[src/rtl/framed_packet_parser_macros.svh]
// ---------------------------------------------------------------------------
// Assertion macros for the framed packet parser
// Concurrent assertion wrappers; compiled out when ASSERT_OFF is defined.
// ---------------------------------------------------------------------------
`ifndef FRAMED_PACKET_PARSER_MACROS_SVH
`define FRAMED_PACKET_PARSER_MACROS_SVH

`ifndef ASSERT_OFF

`define FPP_ASSERT(label, clk, rst, prop, msg) \
   label: assert property (@(posedge clk) disable iff (rst) prop) else $error(msg);

`define FPP_ASSERT_NEVER(label, clk, rst, cond, msg) \
   `FPP_ASSERT(label, clk, rst, !(cond), msg)

`else

`define FPP_ASSERT(label, clk, rst, prop, msg)

`define FPP_ASSERT_NEVER(label, clk, rst, cond, msg)

`endif

`endif

[src/rtl/fpp_pkg.sv]
// ---------------------------------------------------------------------------
// Framed packet parser package
// Request/result types, command classification, parse states and codes.
// ---------------------------------------------------------------------------
package fpp_pkg;

   localparam logic [1:0] OP_BYTE    = 2'd0;
   localparam logic [1:0] OP_READ    = 2'd1;
   localparam logic [1:0] OP_RELEASE = 2'd2;

   localparam logic [2:0] EV_NONE     = 3'd0;
   localparam logic [2:0] EV_DONE     = 3'd1;
   localparam logic [2:0] EV_MISMATCH = 3'd2;
   localparam logic [2:0] EV_OVERRUN  = 3'd3;
   localparam logic [2:0] EV_BADLEN   = 3'd4;

   localparam logic [7:0] FRAME_OVERHEAD   = 8'd4;
   localparam logic [7:0] START_BYTE_RESET = 8'd153;

   // csr word index (paddr[2])
   localparam logic CSR_START_BYTE = 1'b0;

   localparam int MID_ADDR_W = 1;
   localparam int OUT_ADDR_W = 2;

   typedef struct packed {
      logic [1:0] operation;
      logic [7:0] data_byte;
      logic [7:0] read_index;
   } req_type;

   typedef struct packed {
      logic [7:0]  read_data;
      logic        frame_ready;
      logic [7:0]  frame_length;
      logic [2:0]  event_res;
      logic [15:0] error_count;
      logic [15:0] overrun_count;
   } rsp_type;

   typedef enum logic [1:0] {
      CMD_BYTE,
      CMD_READ,
      CMD_RELEASE,
      CMD_NOP
   } cmd_kind_type;

   typedef struct packed {
      cmd_kind_type kind;
      logic [7:0]   data_byte;
      logic [7:0]   read_index;
      logic         is_start;
      logic         len_bad;
      logic         len_zero;
      logic [7:0]   len_payload;
   } cmd_type;

   typedef enum logic [2:0] {
      PS_IDLE        = 3'd0,
      PS_GOT_START   = 3'd1,
      PS_IN_PAYLOAD  = 3'd2,
      PS_GOT_PAYLOAD = 3'd3,
      PS_GOT_CHECK1  = 3'd4
   } parse_state_type;

endpackage

[src/rtl/fpp_fifo.sv]
// ---------------------------------------------------------------------------
// Framed packet parser queue
// Small synchronous FIFO with occupancy count.
// ---------------------------------------------------------------------------
module fpp_fifo #(
   parameter type item_type = logic,
   parameter int  ADDR_W    = 1
) (
   input  logic              clock,
   input  logic              reset,
   input  logic              push,
   input  item_type          push_data,
   output logic              full,
   input  logic              pop,
   output item_type          pop_data,
   output logic              empty,
   output logic [ADDR_W:0]   count
);

   localparam int DEPTH = 2 ** ADDR_W;

   item_type          store_ff [DEPTH];
   logic [ADDR_W-1:0] wr_ptr_ff, wr_ptr_in;
   logic [ADDR_W-1:0] rd_ptr_ff, rd_ptr_in;
   logic [ADDR_W:0]   count_ff, count_in;
   logic              do_push, do_pop;

   assign full     = (count_ff == (ADDR_W + 1)'(DEPTH));
   assign empty    = (count_ff == '0);
   assign count    = count_ff;
   assign pop_data = store_ff[rd_ptr_ff];
   assign do_push  = push && !full;
   assign do_pop   = pop && !empty;

   always_comb begin
      wr_ptr_in = do_push ? wr_ptr_ff + 1'b1 : wr_ptr_ff;
      rd_ptr_in = do_pop ? rd_ptr_ff + 1'b1 : rd_ptr_ff;
      count_in  = count_ff;
      if (do_push && !do_pop) begin
         count_in = count_ff + 1'b1;
      end else if (do_pop && !do_push) begin
         count_in = count_ff - 1'b1;
      end
   end

   always_ff @(posedge clock) begin
      if (reset) begin
         wr_ptr_ff <= '0;
         rd_ptr_ff <= '0;
         count_ff  <= '0;
      end else begin
         wr_ptr_ff <= wr_ptr_in;
         rd_ptr_ff <= rd_ptr_in;
         count_ff  <= count_in;
      end
   end

   always_ff @(posedge clock) begin
      if (do_push) begin
         store_ff[wr_ptr_ff] <= push_data;
      end
   end

endmodule

[src/rtl/fpp_front.sv]
// ---------------------------------------------------------------------------
// Framed packet parser front end
// Holds the start byte register and classifies each request into a command.
// ---------------------------------------------------------------------------
module fpp_front #(
   parameter int PAYLOAD_DEPTH = 256
) (
   input  logic             clock,
   input  logic             reset,
   input  logic             req_push,
   input  fpp_pkg::req_type req_data,
   output logic             cmd_push,
   output fpp_pkg::cmd_type cmd,
   input  logic             csr_psel,
   input  logic             csr_penable,
   input  logic             csr_pwrite,
   input  logic [2:0]       csr_paddr,
   input  logic [31:0]      csr_pwdata,
   output logic [31:0]      csr_prdata,
   output logic             csr_pready
);

   localparam logic [8:0] DEPTH_W = 9'(PAYLOAD_DEPTH);

   logic [7:0] start_ff, start_in;
   logic       csr_wr;
   logic [8:0] len_wide;

   assign csr_pready = 1'b1;
   assign csr_wr     = csr_psel && csr_penable && csr_pwrite && csr_pready
                       && (csr_paddr[2] == fpp_pkg::CSR_START_BYTE);
   assign start_in   = csr_wr ? csr_pwdata[7:0] : start_ff;
   assign csr_prdata = (csr_paddr[2] == fpp_pkg::CSR_START_BYTE) ?
                       {24'd0, start_ff} : 32'd0;

   always_ff @(posedge clock) begin
      if (reset) begin
         start_ff <= fpp_pkg::START_BYTE_RESET;
      end else begin
         start_ff <= start_in;
      end
   end

   assign len_wide = {1'b0, req_data.data_byte} - {1'b0, fpp_pkg::FRAME_OVERHEAD};

   always_comb begin
      cmd_push        = req_push;
      cmd.data_byte   = req_data.data_byte;
      cmd.read_index  = req_data.read_index;
      cmd.is_start    = (req_data.data_byte == start_ff);
      cmd.len_bad     = (req_data.data_byte < fpp_pkg::FRAME_OVERHEAD)
                        || (len_wide > DEPTH_W);
      cmd.len_zero    = (req_data.data_byte == fpp_pkg::FRAME_OVERHEAD);
      cmd.len_payload = len_wide[7:0];
      unique case (req_data.operation)
         fpp_pkg::OP_BYTE:    cmd.kind = fpp_pkg::CMD_BYTE;
         fpp_pkg::OP_READ:    cmd.kind = fpp_pkg::CMD_READ;
         fpp_pkg::OP_RELEASE: cmd.kind = fpp_pkg::CMD_RELEASE;
         default:             cmd.kind = fpp_pkg::CMD_NOP;
      endcase
   end

endmodule

[src/rtl/fpp_back.sv]
// ---------------------------------------------------------------------------
// Framed packet parser back end
// Parse state machine, running sums, payload memory and counters; two stages.
// ---------------------------------------------------------------------------
`include "framed_packet_parser_macros.svh"

module fpp_back #(
   parameter int PAYLOAD_DEPTH = 256
) (
   input  logic                          clock,
   input  logic                          reset,
   input  logic                          cmd_valid,
   input  fpp_pkg::cmd_type              cmd,
   output logic                          cmd_pop,
   input  logic [fpp_pkg::OUT_ADDR_W:0]  out_count,
   output logic                          rsp_push,
   output fpp_pkg::rsp_type              rsp
);

   localparam int         AW      = (PAYLOAD_DEPTH > 1) ? $clog2(PAYLOAD_DEPTH) : 1;
   localparam int         CW      = fpp_pkg::OUT_ADDR_W + 2;
   localparam logic [8:0] DEPTH_W = 9'(PAYLOAD_DEPTH);

   fpp_pkg::parse_state_type state_ff, state_in;
   logic [7:0]       exp_len_ff, exp_len_in;
   logic [7:0]       pos_ff, pos_in;
   logic [7:0]       sum1_ff, sum1_in;
   logic [7:0]       sum2_ff, sum2_in;
   logic             held_ff, held_in;
   logic [15:0]      err_ff, err_in;
   logic [15:0]      ovr_ff, ovr_in;
   logic [2:0]       ev;
   logic             go;
   logic             read_ok;
   logic             mem_we;
   logic [7:0]       sum1_add;
   logic [7:0]       pos_inc;
   logic [7:0]       payload_mem [PAYLOAD_DEPTH];
   logic [7:0]       mem_q_ff;
   logic             s2_valid_ff;
   logic             s2_rd_en_ff;
   fpp_pkg::rsp_type s2_rsp_ff, s2_rsp_in;

   assign go      = cmd_valid && ((CW'(out_count) + CW'(s2_valid_ff)) <
                    CW'(2 ** fpp_pkg::OUT_ADDR_W));
   assign cmd_pop = go;
   assign sum1_add = sum1_ff + cmd.data_byte;
   assign pos_inc  = pos_ff + 8'd1;

   always_comb begin
      state_in   = state_ff;
      exp_len_in = exp_len_ff;
      pos_in     = pos_ff;
      sum1_in    = sum1_ff;
      sum2_in    = sum2_ff;
      held_in    = held_ff;
      err_in     = err_ff;
      ovr_in     = ovr_ff;
      ev         = fpp_pkg::EV_NONE;
      read_ok    = 1'b0;
      mem_we     = 1'b0;
      if (go) begin
         unique case (cmd.kind)
            fpp_pkg::CMD_BYTE: begin
               unique case (state_ff)
                  fpp_pkg::PS_IDLE: begin
                     if (cmd.is_start) begin
                        state_in = fpp_pkg::PS_GOT_START;
                     end
                  end
                  fpp_pkg::PS_GOT_START: begin
                     priority if (held_ff) begin
                        ovr_in   = ovr_ff + 16'd1;
                        err_in   = err_ff + 16'd1;
                        state_in = fpp_pkg::PS_IDLE;
                        ev       = fpp_pkg::EV_OVERRUN;
                     end else if (cmd.len_bad) begin
                        err_in   = err_ff + 16'd1;
                        state_in = fpp_pkg::PS_IDLE;
                        ev       = fpp_pkg::EV_BADLEN;
                     end else begin
                        exp_len_in = cmd.len_payload;
                        sum1_in    = cmd.data_byte;
                        sum2_in    = cmd.data_byte;
                        pos_in     = 8'd0;
                        state_in   = cmd.len_zero ? fpp_pkg::PS_GOT_PAYLOAD :
                                     fpp_pkg::PS_IN_PAYLOAD;
                     end
                  end
                  fpp_pkg::PS_IN_PAYLOAD: begin
                     mem_we  = ({1'b0, pos_ff} < DEPTH_W);
                     sum1_in = sum1_add;
                     sum2_in = sum2_ff + sum1_add;
                     pos_in  = pos_inc;
                     if (pos_inc >= exp_len_ff) begin
                        state_in = fpp_pkg::PS_GOT_PAYLOAD;
                     end
                  end
                  fpp_pkg::PS_GOT_PAYLOAD: begin
                     if (cmd.data_byte != sum1_ff) begin
                        err_in   = err_ff + 16'd1;
                        state_in = fpp_pkg::PS_IDLE;
                        ev       = fpp_pkg::EV_MISMATCH;
                     end else begin
                        state_in = fpp_pkg::PS_GOT_CHECK1;
                     end
                  end
                  fpp_pkg::PS_GOT_CHECK1: begin
                     if (cmd.data_byte != sum2_ff) begin
                        err_in = err_ff + 16'd1;
                        ev     = fpp_pkg::EV_MISMATCH;
                     end else begin
                        held_in = 1'b1;
                        ev      = fpp_pkg::EV_DONE;
                     end
                     state_in = fpp_pkg::PS_IDLE;
                  end
                  default: begin
                     err_in   = err_ff + 16'd1;
                     state_in = fpp_pkg::PS_IDLE;
                  end
               endcase
            end
            fpp_pkg::CMD_READ: begin
               read_ok = held_ff && (cmd.read_index < exp_len_ff)
                         && ({1'b0, cmd.read_index} < DEPTH_W);
            end
            fpp_pkg::CMD_RELEASE: begin
               held_in = 1'b0;
            end
            default: begin
            end
         endcase
      end
   end

   always_comb begin
      s2_rsp_in.read_data     = 8'd0;
      s2_rsp_in.frame_ready   = held_in;
      s2_rsp_in.frame_length  = held_in ? exp_len_in : 8'd0;
      s2_rsp_in.event_res     = ev;
      s2_rsp_in.error_count   = err_in;
      s2_rsp_in.overrun_count = ovr_in;
   end

   always_ff @(posedge clock) begin
      if (reset) begin
         state_ff    <= fpp_pkg::PS_IDLE;
         exp_len_ff  <= 8'd0;
         pos_ff      <= 8'd0;
         sum1_ff     <= 8'd0;
         sum2_ff     <= 8'd0;
         held_ff     <= 1'b0;
         err_ff      <= 16'd0;
         ovr_ff      <= 16'd0;
         s2_valid_ff <= 1'b0;
      end else begin
         state_ff    <= state_in;
         exp_len_ff  <= exp_len_in;
         pos_ff      <= pos_in;
         sum1_ff     <= sum1_in;
         sum2_ff     <= sum2_in;
         held_ff     <= held_in;
         err_ff      <= err_in;
         ovr_ff      <= ovr_in;
         s2_valid_ff <= go;
      end
   end

   always_ff @(posedge clock) begin
      if (go) begin
         s2_rsp_ff   <= s2_rsp_in;
         s2_rd_en_ff <= read_ok;
      end
   end

   always_ff @(posedge clock) begin
      if (mem_we) begin
         payload_mem[pos_ff[AW-1:0]] <= cmd.data_byte;
      end
      if (read_ok) begin
         mem_q_ff <= payload_mem[cmd.read_index[AW-1:0]];
      end
   end

   always_comb begin
      rsp_push      = s2_valid_ff;
      rsp           = s2_rsp_ff;
      rsp.read_data = s2_rd_en_ff ? mem_q_ff : 8'd0;
   end

   `FPP_ASSERT_NEVER(a_no_write_while_held, clock, reset, mem_we && held_ff, "payload write while frame held")
   `FPP_ASSERT(a_read_reaches_s2, clock, reset, go && read_ok |=> s2_valid_ff && s2_rd_en_ff, "read lost before result stage")
   `FPP_ASSERT(a_err_step, clock, reset, !$past(reset) && !$stable(err_ff) |-> err_ff == $past(err_ff) + 16'd1, "error count jumped")
   `FPP_ASSERT(a_ovr_is_err, clock, reset, !$past(reset) && !$stable(ovr_ff) |-> !$stable(err_ff), "overrun not counted as error")

endmodule

[src/rtl/framed_packet_parser.sv]
// ---------------------------------------------------------------------------
// Framed packet parser
// Deframes a start/length/two-sum byte stream and serves the held payload.
// ---------------------------------------------------------------------------
// One request is accepted every cycle while the command queue has room;
// each gives exactly one result, in order, through the command queue and
// the back end's registered result stage. The front end classifies each
// request and feeds a two-entry command queue; the back end runs the
// parse state machine per request, reads the payload memory through a
// registered port and posts to a four-entry result queue, stalling only
// when full, counting a result in flight. The payload memory is
// not cleared after reset; a read only returns bytes of the frame now held.
`include "framed_packet_parser_macros.svh"

module framed_packet_parser #(
   parameter int PAYLOAD_DEPTH = 256
) (
   input  logic             clock,
   input  logic             reset,
   input  logic             req_push,
   output logic             req_full,
   input  fpp_pkg::req_type req_data,
   output logic             rsp_empty,
   input  logic             rsp_pop,
   output fpp_pkg::rsp_type rsp_data,
   input  logic             csr_psel,
   input  logic             csr_penable,
   input  logic             csr_pwrite,
   input  logic [2:0]       csr_paddr,
   input  logic [31:0]      csr_pwdata,
   output logic [31:0]      csr_prdata,
   output logic             csr_pready
);

   logic                           cmd_push;
   fpp_pkg::cmd_type               cmd_in;
   fpp_pkg::cmd_type               cmd_head;
   logic                           cmd_empty;
   logic                           cmd_pop;
   logic [fpp_pkg::MID_ADDR_W:0]   cmd_count;
   logic                           rsp_push;
   fpp_pkg::rsp_type               rsp_in;
   logic                           rsp_full;
   logic [fpp_pkg::OUT_ADDR_W:0]   rsp_count;

   fpp_front #(
      .PAYLOAD_DEPTH (PAYLOAD_DEPTH)
   ) u_front (
      .clock       (clock),
      .reset       (reset),
      .req_push    (req_push),
      .req_data    (req_data),
      .cmd_push    (cmd_push),
      .cmd         (cmd_in),
      .csr_psel    (csr_psel),
      .csr_penable (csr_penable),
      .csr_pwrite  (csr_pwrite),
      .csr_paddr   (csr_paddr),
      .csr_pwdata  (csr_pwdata),
      .csr_prdata  (csr_prdata),
      .csr_pready  (csr_pready)
   );

   fpp_fifo #(
      .item_type (fpp_pkg::cmd_type),
      .ADDR_W    (fpp_pkg::MID_ADDR_W)
   ) u_cmd_fifo (
      .clock     (clock),
      .reset     (reset),
      .push      (cmd_push),
      .push_data (cmd_in),
      .full      (req_full),
      .pop       (cmd_pop),
      .pop_data  (cmd_head),
      .empty     (cmd_empty),
      .count     (cmd_count)
   );

   fpp_back #(
      .PAYLOAD_DEPTH (PAYLOAD_DEPTH)
   ) u_back (
      .clock     (clock),
      .reset     (reset),
      .cmd_valid (!cmd_empty && (cmd_count != '0)),
      .cmd       (cmd_head),
      .cmd_pop   (cmd_pop),
      .out_count (rsp_count),
      .rsp_push  (rsp_push),
      .rsp       (rsp_in)
   );

   fpp_fifo #(
      .item_type (fpp_pkg::rsp_type),
      .ADDR_W    (fpp_pkg::OUT_ADDR_W)
   ) u_rsp_fifo (
      .clock     (clock),
      .reset     (reset),
      .push      (rsp_push),
      .push_data (rsp_in),
      .full      (rsp_full),
      .pop       (rsp_pop),
      .pop_data  (rsp_data),
      .empty     (rsp_empty),
      .count     (rsp_count)
   );

   `FPP_ASSERT_NEVER(a_rsp_no_overflow, clock, reset, rsp_push && rsp_full, "result queue overflow")
   `FPP_ASSERT(a_rsp_count_bound, clock, reset, rsp_push |-> rsp_count < (fpp_pkg::OUT_ADDR_W + 1)'(2 ** fpp_pkg::OUT_ADDR_W), "result pushed without room")
   `FPP_ASSERT(a_pop_only_valid, clock, reset, cmd_pop |-> !cmd_empty, "command popped from empty queue")

endmodule
[config.mk]
export PLATFORM = sky130hd
export DESIGN_NAME = framed_packet_parser
export DESIGN_NICKNAME = d
export VERILOG_FILES = /design/src/rtl/fpp_pkg.sv /design/src/rtl/fpp_fifo.sv /design/src/rtl/fpp_front.sv /design/src/rtl/fpp_back.sv /design/src/rtl/framed_packet_parser.sv
export VERILOG_INCLUDE_DIRS = /design/src /design/src/rtl
export SDC_FILE = /design/constraint.sdc
export NUM_CORES = 2
export LEC_CHECK = 0
export BUFFER_PORTS_ARGS = -buffer_cell sky130_fd_sc_hd__buf_2
export CORE_MARGIN = 4
export CORE_UTILIZATION = 25
export CTS_CLUSTER_DIAMETER = 100
export DETAILED_ROUTE_END_ITERATION = 10
export PLACE_DENSITY_LB_ADDON = 0.2
export SLEW_MARGIN = 20
export SYNTH_ARGS = -nofsm -noshare
export SYNTH_HDL_FRONTEND = slang
export SYNTH_SLANG_ARGS = --single-unit
[constraint.sdc]
create_clock -name clock -period 7.7 [get_ports clock]
set_input_delay 0 -clock clock [delete_from_list [all_inputs] [get_ports clock]]
set_output_delay 0 -clock clock [all_outputs]
set_load 0.01 [all_outputs]
After elaboration in Yosys (flattened, before gate mapping)
Memories as Yosys holds them, arrays and structs flattened. A register that Yosys moved wholly into a read port is not among the register bits. Cells that the tools add are included.

Memories: 3. Memory bits (writable): 2314. Logic and storage cells: 160. Output and inout bits: 87. Bits in registers: 133. Input bits: 60.

Add/subtract/negate cells: 15. Muxes and demuxes: 61. Magnitude comparators: 5. Bitwise operators: 1. Reduce and logical (&&, ||, !) cells: 35. Equality and inequality tests: 18.

Memories: u_back.payload_mem (words 256, bits a word 8, read ports 1, clocked after memory_dff 1, write ports 1, RTL line fpp_back.sv:38) `logic [7:0] payload_mem [PAYLOAD_DEPTH];`; u_rsp_fifo.store_ff (words 4, bits a word 52, read ports 1, clocked after memory_dff 1, write ports 1, RTL line fpp_fifo.sv:22) `item_type store_ff [DEPTH];`; u_cmd_fifo.store_ff (words 2, bits a word 29, read ports 1, clocked after memory_dff 1, write ports 1, RTL line fpp_fifo.sv:22).

Operator list (count): $mux W16 (10); $mux W8 (11); $pmux W16 S4 (1); $pmux W8 S2 (3); $add A16 B1 Y16 const B (2); $mux W3 (9); $mux W1 (17); $add A8 B8 Y8 (2); $ne A8 B8 Y1 (2); $logic_and A1 B1 Y1 (14); $mux W2 (6); $pmux W3 S4 (1); $gt A9 B9 Y1 const B (1); $pmux W3 S3 (1); $sub A8 B3 Y9 const B (1); $add A8 B1 Y8 const B (1); $eq A8 B3 Y1 const B (1); $eq A8 B8 Y1 (1); $ge A8 B8 Y1 (1); $logic_not A1 Y1 (8); $lt A8 B3 Y1 const B (1); $lt A8 B8 Y1 (1); $reduce_bool A2 Y1 (4); $add A2 B1 Y2 const B (3); other kinds (22) (33).

Longest topological paths before layout
Depth in word-level cells: 8. Mapped depth: 17. Depth with buffers taken out: 15.

Modules after synthesis
A second synthesis with hierarchy kept.

Cells, all modules: 4739. Area, all modules: 95754.3 um^2.

Modules (own cells, without submodules): fpp_back (cells each 4183, area each 84489.8 um^2, sequential area each 64471.8 um^2, times used 1); fpp_fifo (u_rsp_fifo) (cells each 320, area each 8027.7 um^2, sequential area each 6426.2 um^2, times used 1); fpp_fifo (u_cmd_fifo) (cells each 115, area each 2306.0 um^2, sequential area each 1841.8 um^2, times used 1); fpp_front (cells each 120, area each 920.9 um^2, sequential area each 160.2 um^2, times used 1); framed_packet_parser (cells each 1, area each 10.0 um^2, sequential area each 0.0 um^2, times used 1).

Least setup slack after synthesis
No wires, ideal clock.

Path kind: register -> register. Start: register (tool-made name). End: register u_back.sum2_ff[7]. Stages on the path, launching flop included: 17. Path slack: 1277 ps. Data required time: 7605 ps. Path buffers: 2. Arrival time: 6327 ps. Path through: dfxtp_1 > buf_6 > buf_6 > mux2i_1 > inv_1 > ha_1 > fa_1 > ha_1 > a21o_1 > a21oi_1 > nor2b_1 > o21a_1 > o21ai_0 > nand2b_1 > a21oi_1 > xor3_1 > a221oi_1.

RTL lines: end signal, assigned (RTL line fpp_back.sv:162) `sum2_ff <= sum2_in;`; end, declared (RTL line fpp_back.sv:28) `logic [7:0] sum2_ff, sum2_in;`.

==> impl_metrics.json <==
{
  "totalWireLength_um": 308000,
  "grt_pass1_vias": 56700,
  "vias": 57300,
  "leakagePower_nw": 37.2,
  "p_per_area_nw_per_um2": 339,
  "syn_avg_cell_area_um2": 14.9,
  "ant_nets": 0,
  "die_w_um": 635,
  "status": "finished, final reports clean",
  "instances_no_fill": 12200,
  "drtPass1Iterations": 5,
  "crit_buf_inv": 1,
  "endpoint_kind": "flip-flop",
  "drv_cap": 0,
  "worst_pin_slew_ns": 1.17,
  "crit_top_cell": "nor2_1",
  "pin_count": 147,
  "swShare_pct": 32.3,
  "max-slew-margin-rel_pct": 21.9,
  "cp_top_family": "simple AND/OR/NAND/NOR gates",
  "fin_skew_ns": 0.0521,
  "worst_ep_required_time_ns": 8.21,
  "grt_first_pass_wirelength_um": 437000,
  "slowest_stage": "nor2_1",
  "clock_latency_ns": 0.91,
  "hold_slack_ns": 0.0504,
  "gp_congestion": 0.769,
  "mostFrequentLayoutCells": "edfxtp_1 (2363), nand2_1 (1167), nor2_1 (379)",
  "ir_drop_uv": 205,
  "synth.mux.area_fraction_pct": 6.97,
  "fin_crit_ns": 5.26,
  "seq_area_frac_synth_pct": 74.1,
  "synth_compound_area_share_pct": 5.71,
  "crit_type": "reg -> reg",
  "drc_errors": 0,
  "drt_iter0_drc": 5649,
  "synth_edf_count": 2363,
  "hold_violations": 0,
  "crit_chain": "buf_4, nor3b_1, nor2_1, nor2_1, nand2_1, nor2_1, nand3_1, nor2_1",
  "viasPerCell": 4.70,
  "nets": 6881,
  "fp.dieH_um": 635,
  "power_frac_seq_pct": 42.1,
  "row_count": 229,
  "die-area_um2": 403000,
  "synthXorXnorAreaFrac_pct": 0.702,
  "switchingPower_w": 0.0125,
  "place_inst": 11600,
  "grt_setup_unrepaired": "false",
  "hold_class": "in -> reg",
  "period_share_pct": 68.4,
  "final_common_cell": "edfxtp_1",
  "tns_ns": 0,
  "start_util_pct": 25.2,
  "slew_viol_final": 0,
  "synth_seq_cells": 2454,
  "antenna_found_initial": 14,
  "critPathMaxFanout": 29,
  "postCtsResizedCells": 0,
  "multi_input_area_um2": 23400,
  "postLayoutCellArea_um2": 114000,
  "cts-buffers-inserted": 284,
  "fmax_mhz": 190,
  "yosys_warnings": 0,
  "synthCells": 6605,
  "post_dp_cell_area_um2": 105000,
  "pwr-share-comb_pct": 24.2,
  "cts.clk_slew.worst_paths_ns": 0.06,
  "cp-start-kind": "flip-flop",
  "ctsLongestPathBuffers": 4,
  "htreeDepth": 5,
  "ys.flop_type": "edfxtp_1",
  "async_reset_ff_share_pct": 0,
  "wire_per_inst_um": 25.3,
  "p_int_w": 0.0262,
  "clkSinkCount": 2454,
  "hpwlAfterDp_um": 177000,
  "synth_top_family_by_area": "simple AND/OR/NAND/NOR gates",
  "seq_area_um2": 72800,
  "area_delta_synth_final_pct": 16.3,
  "setup_violations": 0,
  "root_buffer": "clkbuf_16",
  "layout-drive-gt1-share_pct": 11.7,
  "synthAdderAreaFrac_pct": 0.621,
  "cts_tree": "yes",
  "core_um2": 390000,
  "grt_max_degree": 141,
  "critPathArrivalTime_ns": 5.78,
  "clockPowerShare_pct": 33.7,
  "synth_area_um2": 98300,
  "cp_slowest_stage_delay_ns": 1.08,
  "ys_types": 80,
  "grtUsageTotal_pct": 14.8,
  "fill_cells": 39100,
  "io_buffers": 95,
  "yosys.area_share.simple_pct": 9.44,
  "grt-ovfl-total": 0
}
[cell type report]
cell class,count,share of cell area (%)
clock inverters,144,1.18
diodes,7,0.0153
multi-input cells,3703,20.5
inverters,38,0.187
repair buffers,293,2.15
flip-flops and latches,2454,63.7
clock buffers,363,6.66
well taps,5197,5.69
[through the flow]
| step | util, % | setup WS (ns) | power (W) |
|---|---|---|---|
| floorplan | - | 1.28 | 0.0221 |
| global placement | 26.8 | 2.25 | 0.0259 |
| detailed placement | 26.8 | 2.28 | 0.0260 |
| CTS | 29.3 | 2.30 | 0.0392 |
| global route | 29.3 | 2.05 | 0.0403 |
| finish | 29.3 | 2.44 | 0.0387 |
[metal layers]
metal	vias to the layer above	GRT usage [%]	share of wire, %
met4	0	3.44	2.3
met5	-	0	0
met2	1741	23.6	46
met3	385	2.48	5.9
met1	29800	20.9	46
li1	25400	-	-
[worst paths after layout]
path	from	to	slack (ns)	cells past startpoint
hold reg to reg	u_back.rsp[3]	u_rsp_fifo.store_ff[0][3]	0.45	0
setup / recovery	flip-flop	u_back.payload_mem[164][2]	2.44	8
setup reg to reg	flip-flop	u_back.payload_mem[164][2]	2.44	8
hold / removal	req_data[13]	u_cmd_fifo.store_ff[1][24]	0.05	2
[flip-flops by register name, indices dropped and copies added (netlist names), 16 cells and up, named ones only]
signal,flops
u_rsp_fifo.store_ff,208
u_back.rsp,44
u_cmd_fifo.store_ff,54
u_back.err_ff,16
u_back.payload_mem,2048
u_back.ovr_ff,16
[cells in the mapped netlist (12+ instances only)]
master / number / area (um2)
a2111oi_0: 19 / 166
nor3_1: 125 / 626
mux4_2: 151 / 3400
buf_4: 92 / 691
o21ai_0: 81 / 405
ha_1: 44 / 551
a21o_1: 12 / 90.1
buf_1: 39 / 146
a31oi_1: 66 / 413
xnor2_1: 52 / 455
a311oi_1: 36 / 315
nand2_1: 1181 / 4430
o221ai_1: 89 / 780
o211ai_1: 18 / 135
a211oi_1: 16 / 120
inv_1: 34 / 128
dfxtp_1: 91 / 1820
nand3_1: 241 / 1210
mux2i_1: 333 / 3330
edfxtp_1: 2363 / 71000
a211o_1: 13 / 114
nor2b_1: 47 / 294
or3_1: 24 / 150
buf_2: 170 / 851
a21boi_0: 15 / 113
clkbuf_1: 118 / 443
nand4_1: 24 / 150
a21oi_1: 377 / 1890
and3_1: 73 / 457
and2_1: 17 / 106
o22ai_1: 92 / 576
buf_6: 14 / 158
nor2_1: 381 / 1430
xor2_1: 24 / 210
nor4_1: 18 / 113
[cells by family after synthesis]
logic type,after synthesis
buffers and inverters,471
muxes,492
DFF,2454
AOI/OAI and AO/OA,892
adders and majority gates,47
and+or+nand+nor,2170
other,2
xor gates and xnor gates,77
[power by group through the flow]
| stage | Sequential, W | Combinational [W] | Clock [W] |
|---|---|---|---|
| finish | 0.0163 | 0.00936 | 0.0131 |
| global route | 0.0163 | 0.0100 | 0.0140 |
| CTS | 0.0163 | 0.00951 | 0.0134 |
| detailed placement | 0.0166 | 0.00946 | 0 |
| global placement | 0.0166 | 0.00939 | 0 |
| floorplan | 0.0167 | 0.00535 | 0 |
[worst reg2reg max path: cells and delay by family, from the launching register on]
| family | cells | cell delay, ns |
|---|---|---|
| buf+inv | 1 | 0.52 |
| simple gates | 7 | 4.05 |
| flops | 1 | 0.35 |
[what timing repair did]
item                                   4_1_cts  5_1_grt
buffers inserted                             0        0
hold buffers                                71        0
endpoints found under the hold margin      189        0
Note: power is estimated with default switching activity, not from simulation.
